## config.mk

```make
export PLATFORM = sky130hd
export DESIGN_NAME = lcw_adder
export DESIGN_NICKNAME = d
export VERILOG_FILES = /design/src/hw/rtl/lcw_pkg.sv /design/src/hw/rtl/lcw_adder.sv
export SDC_FILE = /design/constraint.sdc
export NUM_CORES = 1
export LEC_CHECK = 0
export ABC_CLOCK_PERIOD_IN_PS = 3200
export BUFFER_PORTS_ARGS = -buffer_cell sky130_fd_sc_hd__buf_2
export CAP_MARGIN = 25
export CORE_AREA = 2 2 39 41
export DETAILED_ROUTE_END_ITERATION = 10
export DIE_AREA = 0 0 41 43
export PLACE_DENSITY_LB_ADDON = 0.15
export SLEW_MARGIN = 10
export SYNTH_ARGS = -nofsm -noshare
export SYNTH_HDL_FRONTEND = slang
export SYNTH_SLANG_ARGS = --single-unit
export TNS_END_PERCENT = 5
```

## constraint.sdc

```tcl
create_clock -name vclk -period 3.2
set_input_delay 0.48 -clock vclk [all_inputs]
set_output_delay 0.48 -clock vclk [all_outputs]
set_load 0.01 [all_outputs]
```

## src/hw/rtl/lcw_pkg.sv

```systemverilog
package lcw_pkg;

    typedef logic [7:0] t_byte;

    typedef struct packed {
        logic [3:0] text_line;
        logic [7:0] cell_index;
        logic [7:0] char_code;
    } t_in_word;

    typedef struct packed {
        logic       is_data;
        logic [7:0] lcd_byte;
        logic       last;
    } t_out_word;

    typedef enum logic [1:0] {
        ST_IDLE,
        ST_CALC,
        ST_EMIT
    } t_state;

    localparam t_byte      MAX_CELL       = 8'd21;
    localparam t_byte      PAGE_BASE      = 8'hAF;
    localparam t_byte      COL_HI_CMD     = 8'h10;
    localparam t_byte      FONT_FIRST     = 8'h20;
    localparam t_byte      FONT_LAST      = 8'h7E;
    localparam t_byte      CODE_BLANK     = 8'h00;
    localparam logic [3:0] IDX_PAGE       = 4'd0;
    localparam logic [3:0] IDX_COL_HI     = 4'd1;
    localparam logic [3:0] IDX_COL_LO     = 4'd2;
    localparam logic [3:0] IDX_FIRST_DATA = 4'd3;
    localparam logic [3:0] IDX_LAST_BLANK = 4'd7;
    localparam logic [3:0] IDX_LAST_GLYPH = 4'd8;

    // five columns, first column in the top byte
    function automatic logic [39:0] font_row(input logic [6:0] idx);
        logic [39:0] row;
        unique case (idx)
            7'd0:  row = 40'h0000000000;
            7'd1:  row = 40'h00004f0000;
            7'd2:  row = 40'h0007000700;
            7'd3:  row = 40'h147f147f14;
            7'd4:  row = 40'h242a7f2a12;
            7'd5:  row = 40'h2313086462;
            7'd6:  row = 40'h3649552250;
            7'd7:  row = 40'h0005070000;
            7'd8:  row = 40'h001c224100;
            7'd9:  row = 40'h0041221c00;
            7'd10: row = 40'h14083e0814;
            7'd11: row = 40'h08083e0808;
            7'd12: row = 40'h0050300000;
            7'd13: row = 40'h0808080808;
            7'd14: row = 40'h0060600000;
            7'd15: row = 40'h2010080402;
            7'd16: row = 40'h3e5149453e;
            7'd17: row = 40'h00427f4000;
            7'd18: row = 40'h4261514946;
            7'd19: row = 40'h2141454b31;
            7'd20: row = 40'h1814127f10;
            7'd21: row = 40'h2745454539;
            7'd22: row = 40'h3c4a494930;
            7'd23: row = 40'h0171090503;
            7'd24: row = 40'h3649494936;
            7'd25: row = 40'h064949291e;
            7'd26: row = 40'h0036360000;
            7'd27: row = 40'h0056360000;
            7'd28: row = 40'h0814224100;
            7'd29: row = 40'h1414141414;
            7'd30: row = 40'h0041221408;
            7'd31: row = 40'h0201510906;
            7'd32: row = 40'h324979413e;
            7'd33: row = 40'h7e1111117e;
            7'd34: row = 40'h7f49494936;
            7'd35: row = 40'h3e41414122;
            7'd36: row = 40'h7f4141221c;
            7'd37: row = 40'h7f49494941;
            7'd38: row = 40'h7f09090901;
            7'd39: row = 40'h3e4149497a;
            7'd40: row = 40'h7f0808087f;
            7'd41: row = 40'h00417f4100;
            7'd42: row = 40'h2040413f01;
            7'd43: row = 40'h7f08142241;
            7'd44: row = 40'h7f40404040;
            7'd45: row = 40'h7f020c027f;
            7'd46: row = 40'h7f0408107f;
            7'd47: row = 40'h3e4141413e;
            7'd48: row = 40'h7f09090906;
            7'd49: row = 40'h3e4151215e;
            7'd50: row = 40'h7f09192946;
            7'd51: row = 40'h4649494931;
            7'd52: row = 40'h01017f0101;
            7'd53: row = 40'h3f4040403f;
            7'd54: row = 40'h1f2040201f;
            7'd55: row = 40'h3f4038403f;
            7'd56: row = 40'h6314081463;
            7'd57: row = 40'h0708700807;
            7'd58: row = 40'h6151494543;
            7'd59: row = 40'h007f414100;
            7'd60: row = 40'h0204081020;
            7'd61: row = 40'h0041417f00;
            7'd62: row = 40'h0402010204;
            7'd63: row = 40'h4040404040;
            7'd64: row = 40'h0102040000;
            7'd65: row = 40'h2054545478;
            7'd66: row = 40'h7f48484830;
            7'd67: row = 40'h3844444444;
            7'd68: row = 40'h304848487f;
            7'd69: row = 40'h3854545458;
            7'd70: row = 40'h00087e0902;
            7'd71: row = 40'h485454543c;
            7'd72: row = 40'h7f08080870;
            7'd73: row = 40'h00007a0000;
            7'd74: row = 40'h2040403d00;
            7'd75: row = 40'h7f20284400;
            7'd76: row = 40'h00417f4000;
            7'd77: row = 40'h7c0438047c;
            7'd78: row = 40'h7c08040478;
            7'd79: row = 40'h3844444438;
            7'd80: row = 40'h7c14141408;
            7'd81: row = 40'h081414147c;
            7'd82: row = 40'h7c08040408;
            7'd83: row = 40'h4854545424;
            7'd84: row = 40'h04043f4424;
            7'd85: row = 40'h3c4040403c;
            7'd86: row = 40'h1c2040201c;
            7'd87: row = 40'h3c4030403c;
            7'd88: row = 40'h4428102844;
            7'd89: row = 40'h0448300804;
            7'd90: row = 40'h4464544c44;
            7'd91: row = 40'h0836414100;
            7'd92: row = 40'h0000770000;
            7'd93: row = 40'h0041413608;
            7'd94: row = 40'h0402020201;
            default: row = 40'h0000000000;
        endcase
        return row;
    endfunction

endpackage

```

## src/hw/rtl/lcw_adder.sv

```systemverilog
module lcw_adder
    import lcw_pkg::*;
(
    input  t_byte i_a,
    input  t_byte i_b,
    input  logic  i_cin,
    output t_byte o_sum
);

    logic [8:0] sum_full;

    assign sum_full = {1'b0, i_a} + {1'b0, i_b} + {8'd0, i_cin};
    assign o_sum    = sum_full[7:0];

endmodule

```

==> run_results.csv, run 1 <==
group,metric,value,unit
power,pwr-share-comb,1.000,
global_route,grt.overflow.total,0,
timing,fmax,384,MHz
cells_and_area,clkbuf_count,0,
routing,wl_met3,62,um
timing,final-setup-viol-count,0,
synth,yosysTopAreaCell,"ha_1",
routing,viasPerCell,4.75,
clock_network,ctsResizeCount,0,
synth,syn-cell-area,345,um^2
die,die_h,43,um
placement,place_worst_setup_slack,605,ps
min_path,min_from,"i_cin",
routing,num_vias,399,
synth,synth.area.top_cells,"ha_1, fa_1, a21oi_1, o211ai_1, inv_1",
timing,rsz0062_at_grt,"false",
timing,relSlewSlack,0.778,
critical_path,startpoint,"i_a[0]",
die,num_rows,14,
routing,met2WireLength,322,um
cells_and_area,drive_gt1_frac,0.382,
cells_and_area,nFlopsAndLatches,0,
placement,gp_congestion,0.619,
timing,hold_viol,0,
timing,tns,0,ps
placement,dp_cells,84,
power,p_per_area,208,nW/um^2
power,p_clk_frac,0,
min_path,holdPathEnd,"o_sum[0]",
cells_and_area,nets,95,
cells_and_area,syn_to_final_growth,42.0,%
critical_path,start_kind,"primary input",
synth,yosysTopAreaCellShare,0.217,
clock_network,post-cts-setup-buffers,0,
synth,ys.warnings.count,0,
power,seqPwrFrac,0,
cells_and_area,stdcell_count,84,
job,maxCapViolations,0,
die,die_x,41,um
routing,routed_wl,740,um
timing,slew_violations,0,
routing,drtAntennaViolNets,0,
routing,wl_met1,355,um
critical_path,critPathArrivalTime,2130,ps
synth,yosysMostFrequentCell,"ha_1",
synth,ys_seq_area_frac,0,
critical_path,worst-setup-path-type,"in2out",
timing,period_minus_slack,2610,ps
status,status,"completed",
die,ios,25,
critical_path,required,2720,ps
global_route,track_usage,0.0880,
synth,synth_commonest_cells,"ha_1, a21oi_1, inv_1",
critical_path,crit_fanout,3,
power,power.leakage,0.000250,uW
placement,dp_hpwl,676,um
die,die_area,1760,um^2
power,power_switching,52.3,uW
power,p_sw_frac,0.512,
routing,wire_per_inst,8.81,um
critical_path,critPathCaptureType,"output pin",
timing,fin_crit_sh,0.815,
die,initial_core_util,0.250,
clock_network,hold_buffers,0,
min_path,worstHoldPathCells,3,
power,intPower,49.8,uW
routing,drt_pre_antenna_iters,2,
routing,top_layer,"met3",
timing,setup_slack,593,ps
global_route,grt_max_degree,8,
cells_and_area,ff_latch_area,0,um^2
placement,place.port_buffers,25,
global_route,first_global_vias,334,
synth,syn_nets,68,
power,peakVddDrop,0.0746,mV
cells_and_area,diodes,0,
global_route,antenna_found_initial,0,
synth,syn-mean-instance-area,8.03,um^2
routing,drc,0,
routing,drtIter0Drc,2,
global_route,grt_pass1_wl,1.21,mm
synth,netlist_instances,43,
timing,worst_pin_slew,331,ps
synth,yosysUniqueCellTypes,23,
min_path,min_path_type,"in2out",
die,core_region_area,1380,um^2
-- worst max-delay path: stages --
cell and delay [ps]:
buf_2 110, fa_1 450, inv_1 90, fa_1 250, nor2b_4 60, o31a_1 250, o311ai_1 260, buf_2 180
-- cell usage in the layout, fill, tap and decap left out, types with 2 or more instances in the layout --
master	count
inv_1	5
xor2_1	2
xnor2_1	2
o21ai_0	2
ha_1	6
a21oi_1	5
fa_1	2
nor2b_1	2
buf_2	25
o211ai_1	3
-- layout make-up --
cell class,instances,area (um^2)
fillers,148,893
repair buffers,25,125
inverters,5,18.8
multi-input cells,38,327
well taps,16,20.0
-- layer usage --
metal | vias to the layer above | global-route usage
met3 | 0 | 0
met1 | 171 | 0.133
met2 | 15 | 0.144
met4 | 0 | 0
li1 | 213 | -
met5 | - | 0
-- worst max-delay path by stage --
stage | to | slack, ps | cells after the start
global route | o_sum[6] | 530 | 8
finish | o_sum[6] | 590 | 8
global placement | o_sum[6] | 620 | 8
CTS | o_sum[6] | 590 | 8
floorplan | o_sum[6] | 780 | 6
detailed placement | o_sum[6] | 600 | 8
-- stage by stage --
| step | util | power [uW] | instance area, um^2 | hold WS [ps] |
|---|---|---|---|---|
| 2_1_floorplan | - | 67.1 | 345 | 1150 |
| 3_3_place_gp | 0.354 | 104 | 490 | 1300 |
| 3_5_place_dp | 0.354 | 103 | 490 | 1310 |
| 4_1_cts | 0.354 | 104 | 490 | 1310 |
| 5_1_grt | 0.354 | 115 | 490 | 1370 |
| 6_report | 0.354 | 102 | 490 | 1300 |
-- power by group through the flow --
stage	Clock [uW]	Combinational (uW)	Sequential (uW)
after floorplan	0	67.1	0
after global placement	0	103	0
after detailed placement	0	103	0
after CTS	0	104	0
after global routing	0	115	0
final	0	102	0
-- cell families after synthesis --
group | count (synthesis) | synth area share
compound gates | 18 | 0.359
fa+ha+maj | 8 | 0.333
simple gates | 8 | 0.152
buf+inv | 5 | 0.0544
xor+xnor | 4 | 0.101
No activity file was read; power rests on OpenSTA's default activity.
==> run 2: changes to the inputs <==
--- a/config.mk
+++ b/config.mk
@@ -5,7 +5,8 @@
 export SDC_FILE = /design/constraint.sdc
 export NUM_CORES = 1
 export LEC_CHECK = 0
-export ABC_CLOCK_PERIOD_IN_PS = 3200
+export ABC_AREA = 1
+export ABC_CLOCK_PERIOD_IN_PS = 2630
 export BUFFER_PORTS_ARGS = -buffer_cell sky130_fd_sc_hd__buf_2
 export CAP_MARGIN = 25
 export CORE_AREA = 2 2 39 41
==> constraint.sdc (replaced) <==
create_clock -name vclk -period 2.63
set_input_delay 0.3945 -clock vclk [all_inputs]
set_output_delay 0.3945 -clock vclk [all_outputs]
set_load 0.01 [all_outputs]
==> run_results.csv, run 2 <==
group,metric,value,unit
cells_and_area,syn_to_final_growth,38.0,%
timing,slew_violations,0,
routing,drt_pre_antenna_iters,2,
synth,yosysTopAreaCellShare,0.197,
power,power.leakage,0.000331,uW
placement,place_area,527,um^2
synth,yosysUniqueCellTypes,16,
cells_and_area,nets,112,
power,p_sw_frac,0.522,
synth,synth_commonest_cells,"nand2_1, inv_1, ha_1",
die,ios,25,
clock_network,post-cts-setup-buffers,0,
critical_path,start_kind,"primary input",
die,core_region_area,1380,um^2
routing,drc,0,
cells_and_area,nFlopsAndLatches,0,
cells_and_area,final_util,0.381,
cells_and_area,drive_gt1_frac,0.365,
routing,routed_wl,700,um
status,status,"completed",
timing,rsz0062_at_grt,"false",
timing,final-setup-viol-count,0,
routing,num_vias,416,
timing,tns,0,ps
global_route,track_usage,0.0900,
critical_path,cp-endpoint,"o_sum[6]",
synth,yosysMostFrequentCell,"nand2_1",
timing,period_minus_slack,2110,ps
clock_network,hold_buffers,0,
critical_path,crit_fanout,2,
placement,place.port_buffers,25,
cells_and_area,diodes,0,
cells_and_area,clkbuf_count,0,
global_route,grt_use_met3,0,
global_route,grt_use_met1,0.130,
critical_path,startpoint,"i_a[0]",
timing,fmax,475,MHz
placement,dp_cells,101,
critical_path,worst-setup-path-type,"in2out",
power,peakVddDrop,0.106,mV
timing,worst_pin_slew,180,ps
die,die_h,43,um
critical_path,critPathArrivalTime,1710,ps
synth,synth.area.top_cells,"ha_1, nand2_1, inv_1, fa_1, xnor2_4",
cells_and_area,stdcell_count,101,
power,intPower,61.4,uW
die,die_area,1760,um^2
global_route,busiest_layer,"met2",
synth,netlist_instances,60,
routing,wire_per_inst,6.93,um
timing,relSlewSlack,0.880,
routing,viasPerCell,4.12,
global_route,grt.overflow.total,0,
power,p_clk_frac,0,
global_route,grt_max_degree,6,
global_route,antenna_found_initial,0,
synth,syn_nets,85,
power,seqPwrFrac,0,
synth,ys.warnings.count,0,
min_path,min_path_type,"in2out",
die,initial_core_util,0.276,
synth,syn-mean-instance-area,6.36,um^2
synth,yosysTopAreaCell,"ha_1",
critical_path,required,2240,ps
placement,dp_hpwl,685,um
die,num_rows,14,
global_route,grt_pass1_wl,1.22,mm
power,p_per_area,244,nW/um^2
power,power_switching,67.1,uW
power,pwr-share-comb,1.000,
cells_and_area,mostFrequentLayoutCell,"buf_2",
placement,gp_congestion,0.705,
job,maxCapViolations,0,
routing,drtAntennaViolNets,0,
global_route,first_global_vias,337,
cells_and_area,design_area,527,um^2
die,die_x,41,um
routing,drtIter0Drc,3,
synth,ys_seq_area_frac,0,
critical_path,critPathCaptureType,"output pin",
clock_network,ctsResizeCount,0,
cells_and_area,multiInputGateArea,333,um^2
timing,hold_viol,0,
synth,syn-cell-area,382,um^2
timing,fin_crit_sh,0.801,
cells_and_area,nFillCells,166,
cells_and_area,final_cell_mix,"buf_2, nand2_1, inv_1",
global_route,groute.layer.met2.usage,0.153,
cells_and_area,ff_latch_area,0,um^2
[run 2: power by group through the flow]
stage,registers (uW),clock network (uW),logic [uW]
floorplan,0,0,85.4
global placement,0,0,130
detailed placement,0,0,131
CTS,0,0,132
global route,0,0,147
finish,0,0,128
[run 2: cell families (layout without fill, tap and decap cells)]
logic type,count (synthesis),count (layout),synth area share
AND/OR/NAND/NOR,33,33,0.403
adder cells (fa/ha/maj),8,8,0.302
buffers and inverters,13,38,0.128
AO/OA/AOI/OAI,2,2,0.0262
XOR/XNOR,4,4,0.141
[run 2: stage by stage]
step / hold WS [ps] / setup WS (ps) / total power (uW)
after floorplan: 957 / 775 / 85.4
after global placement: 1130 / 523 / 130
after detailed placement: 1140 / 502 / 131
after CTS: 1140 / 499 / 132
after global routing: 1170 / 371 / 147
final: 1140 / 523 / 128
[run 2: area by class of cell]
type	count	share of cell area
inverters	13	0.0926
repair buffers	25	0.238
multi-input cells	47	0.632
well taps	16	0.0380
[run 2: how the worst min path moves through the flow]
stage | cells past startpoint | to | start | slack (ps)
2_1_floorplan | 3 | o_sum[7] | i_a[7] | 960
6_report | 3 | o_sum[0] | i_cin | 1140
3_5_place_dp | 3 | o_sum[0] | i_cin | 1140
4_1_cts | 3 | o_sum[0] | i_cin | 1140
3_3_place_gp | 3 | o_sum[0] | i_cin | 1130
5_1_grt | 3 | o_sum[0] | i_cin | 1170
[run 2: worst max-delay path, cell delays in order]
cell,delay [ps]
buf_2,110
fa_1,430
inv_1,80
fa_1,190
inv_1,50
nand2_1,50
nand2_1,60
nand3_1,90
nand2_1,50
nand2_1,50
nand2_1,40
buf_2,130
[run 2: metal layers]
layer  up-vias  part of all wire
met5         -                 0
met2        12              0.50
met3         0             0.086
met1       170              0.41
li1        234                 -
met4         0                 0
==> run 3: changes to the inputs <==
--- a/config.mk
+++ b/config.mk
@@ -6,7 +6,7 @@
 export NUM_CORES = 1
 export LEC_CHECK = 0
 export ABC_AREA = 1
-export ABC_CLOCK_PERIOD_IN_PS = 2630
+export ABC_CLOCK_PERIOD_IN_PS = 1900
 export BUFFER_PORTS_ARGS = -buffer_cell sky130_fd_sc_hd__buf_2
 export CAP_MARGIN = 25
 export CORE_AREA = 2 2 39 41
==> constraint.sdc (replaced) <==
create_clock -name vclk -period 1.9
set_input_delay 0.285 -clock vclk [all_inputs]
set_output_delay 0.285 -clock vclk [all_outputs]
set_load 0.01 [all_outputs]
==> run_results.csv, run 3 (same netlist as run 2, synthesis figures left out) <==
group,metric,value,unit
status,status,"completed",
min_path,min_path_type,"in2out",
power,power.leakage,0.000340,uW
cells_and_area,ff_latch_area,0,um^2
timing,period_minus_slack,1810,ps
global_route,first_global_vias,327,
min_path,worstHoldPathCells,3,
global_route,track_usage,0.0839,
global_route,antenna_found_initial,0,
placement,dp_hpwl,689,um
cells_and_area,drive_gt1_frac,0.460,
timing,hold_viol,0,
critical_path,critPathArrivalTime,1520,ps
die,die_area,1760,um^2
cells_and_area,clkbuf_count,0,
critical_path,required,1620,ps
critical_path,start_kind,"primary input",
cells_and_area,design_area,563,um^2
die,num_rows,14,
cells_and_area,stdcell_count,103,
min_path,holdPathEnd,"o_sum[0]",
timing,holdWs,947,ps
die,die_h,43,um
timing,rsz0062_at_grt,"false",
routing,drtIter0Drc,1,
cells_and_area,final_cell_mix,"buf_2, nand2_1, inv_1",
routing,routed_wl,714,um
cells_and_area,mostFrequentLayoutCell,"buf_2",
placement,place_area,534,um^2
timing,slew_violations,0,
placement,dp_cells,102,
cells_and_area,syn_to_final_growth,47.5,%
cells_and_area,nFlopsAndLatches,0,
routing,wire_per_inst,6.93,um
critical_path,worst-setup-path-type,"in2out",
routing,drc,0,
critical_path,critPathCaptureType,"output pin",
job,maxCapViolations,0,
placement,place.port_buffers,25,
routing,drt_pre_antenna_iters,2,
timing,fmax,553,MHz
routing,viasPerCell,4.14,
power,p_per_area,335,nW/um^2
die,ios,25,
min_path,min_from,"i_cin",
placement,gp_congestion,0.714,
cells_and_area,diodes,0,
routing,drtAntennaViolNets,0,
global_route,grt.overflow.total,0,
routing,num_vias,426,
timing,final-setup-viol-count,0,
die,die_x,41,um
global_route,grt_max_degree,6,
cells_and_area,nets,114,
timing,relSlewSlack,0.886,
global_route,grt_pass1_wl,1.14,mm
die,initial_core_util,0.276,
timing,worst_pin_slew,170,ps
power,power,189,uW
critical_path,crit_fanout,2,
timing,fin_crit_sh,0.953,
power,peakVddDrop,0.145,mV
die,core_region_area,1380,um^2
-- run 3: through the flow --
stage,TNS (ps),setup WS (ps),util
2_1_floorplan,0,264,-
3_3_place_gp,0,3.61,0.386
3_5_place_dp,-30.1,-30.1,0.386
4_1_cts,0,20.0,0.390
5_1_grt,0,11.4,0.407
6_report,0,90.0,0.407
-- run 3: worst max-delay path by stage --
stage / startpoint / endpoint / slack, ps / cells after the start
after floorplan: i_a[0] / o_sum[6] / 260 / 10
after global placement: i_a[0] / o_sum[6] / 4 / 12
after detailed placement: i_a[0] / o_sum[6] / -30 / 12
after CTS: i_a[0] / o_sum[6] / 20 / 12
after global routing: i_cin / o_sum[6] / 10 / 12
final: i_cin / o_sum[6] / 90 / 12
-- run 3: final cells by class --
type                            count  area, um^2
Fill cell                         153         821
Inverter                           13        48.8
Multi-Input combinational cell     47         348
Tap cell                           16        20.0
Timing Repair Buffer               27         146
-- run 3: power by group --
group	internal (uW)	switching (uW)
combinational	92.4	96.2
clock	0	0
sequential	0	0
total	92.4	96.2
-- run 3: critical path: stages --
cell and delay, ps:
buf_6 90, fa_2 380, inv_2 70, fa_2 210
inv_2 40, nand2_2 50, nand2_2 50, nand3_2 60
nand2_1 50, nand2_1 60, nand2_1 50, buf_2 130
-- run 3: routing by layer --
layer  up-vias  global-route usage  part of all wire
met3         0                   0             0.056
met5         -                   0                 0
met2        12               0.150              0.53
li1        235                   -                 -
met1       179               0.114              0.42
met4         0                   0                 0
-- run 3: repair_timing --
action,in CTS,in global routing
pin swaps,0,3
endpoints found under the setup margin,1,1
resized for setup,2,6
hold buffers,0,0
gates cloned,0,0
buffers inserted,0,1
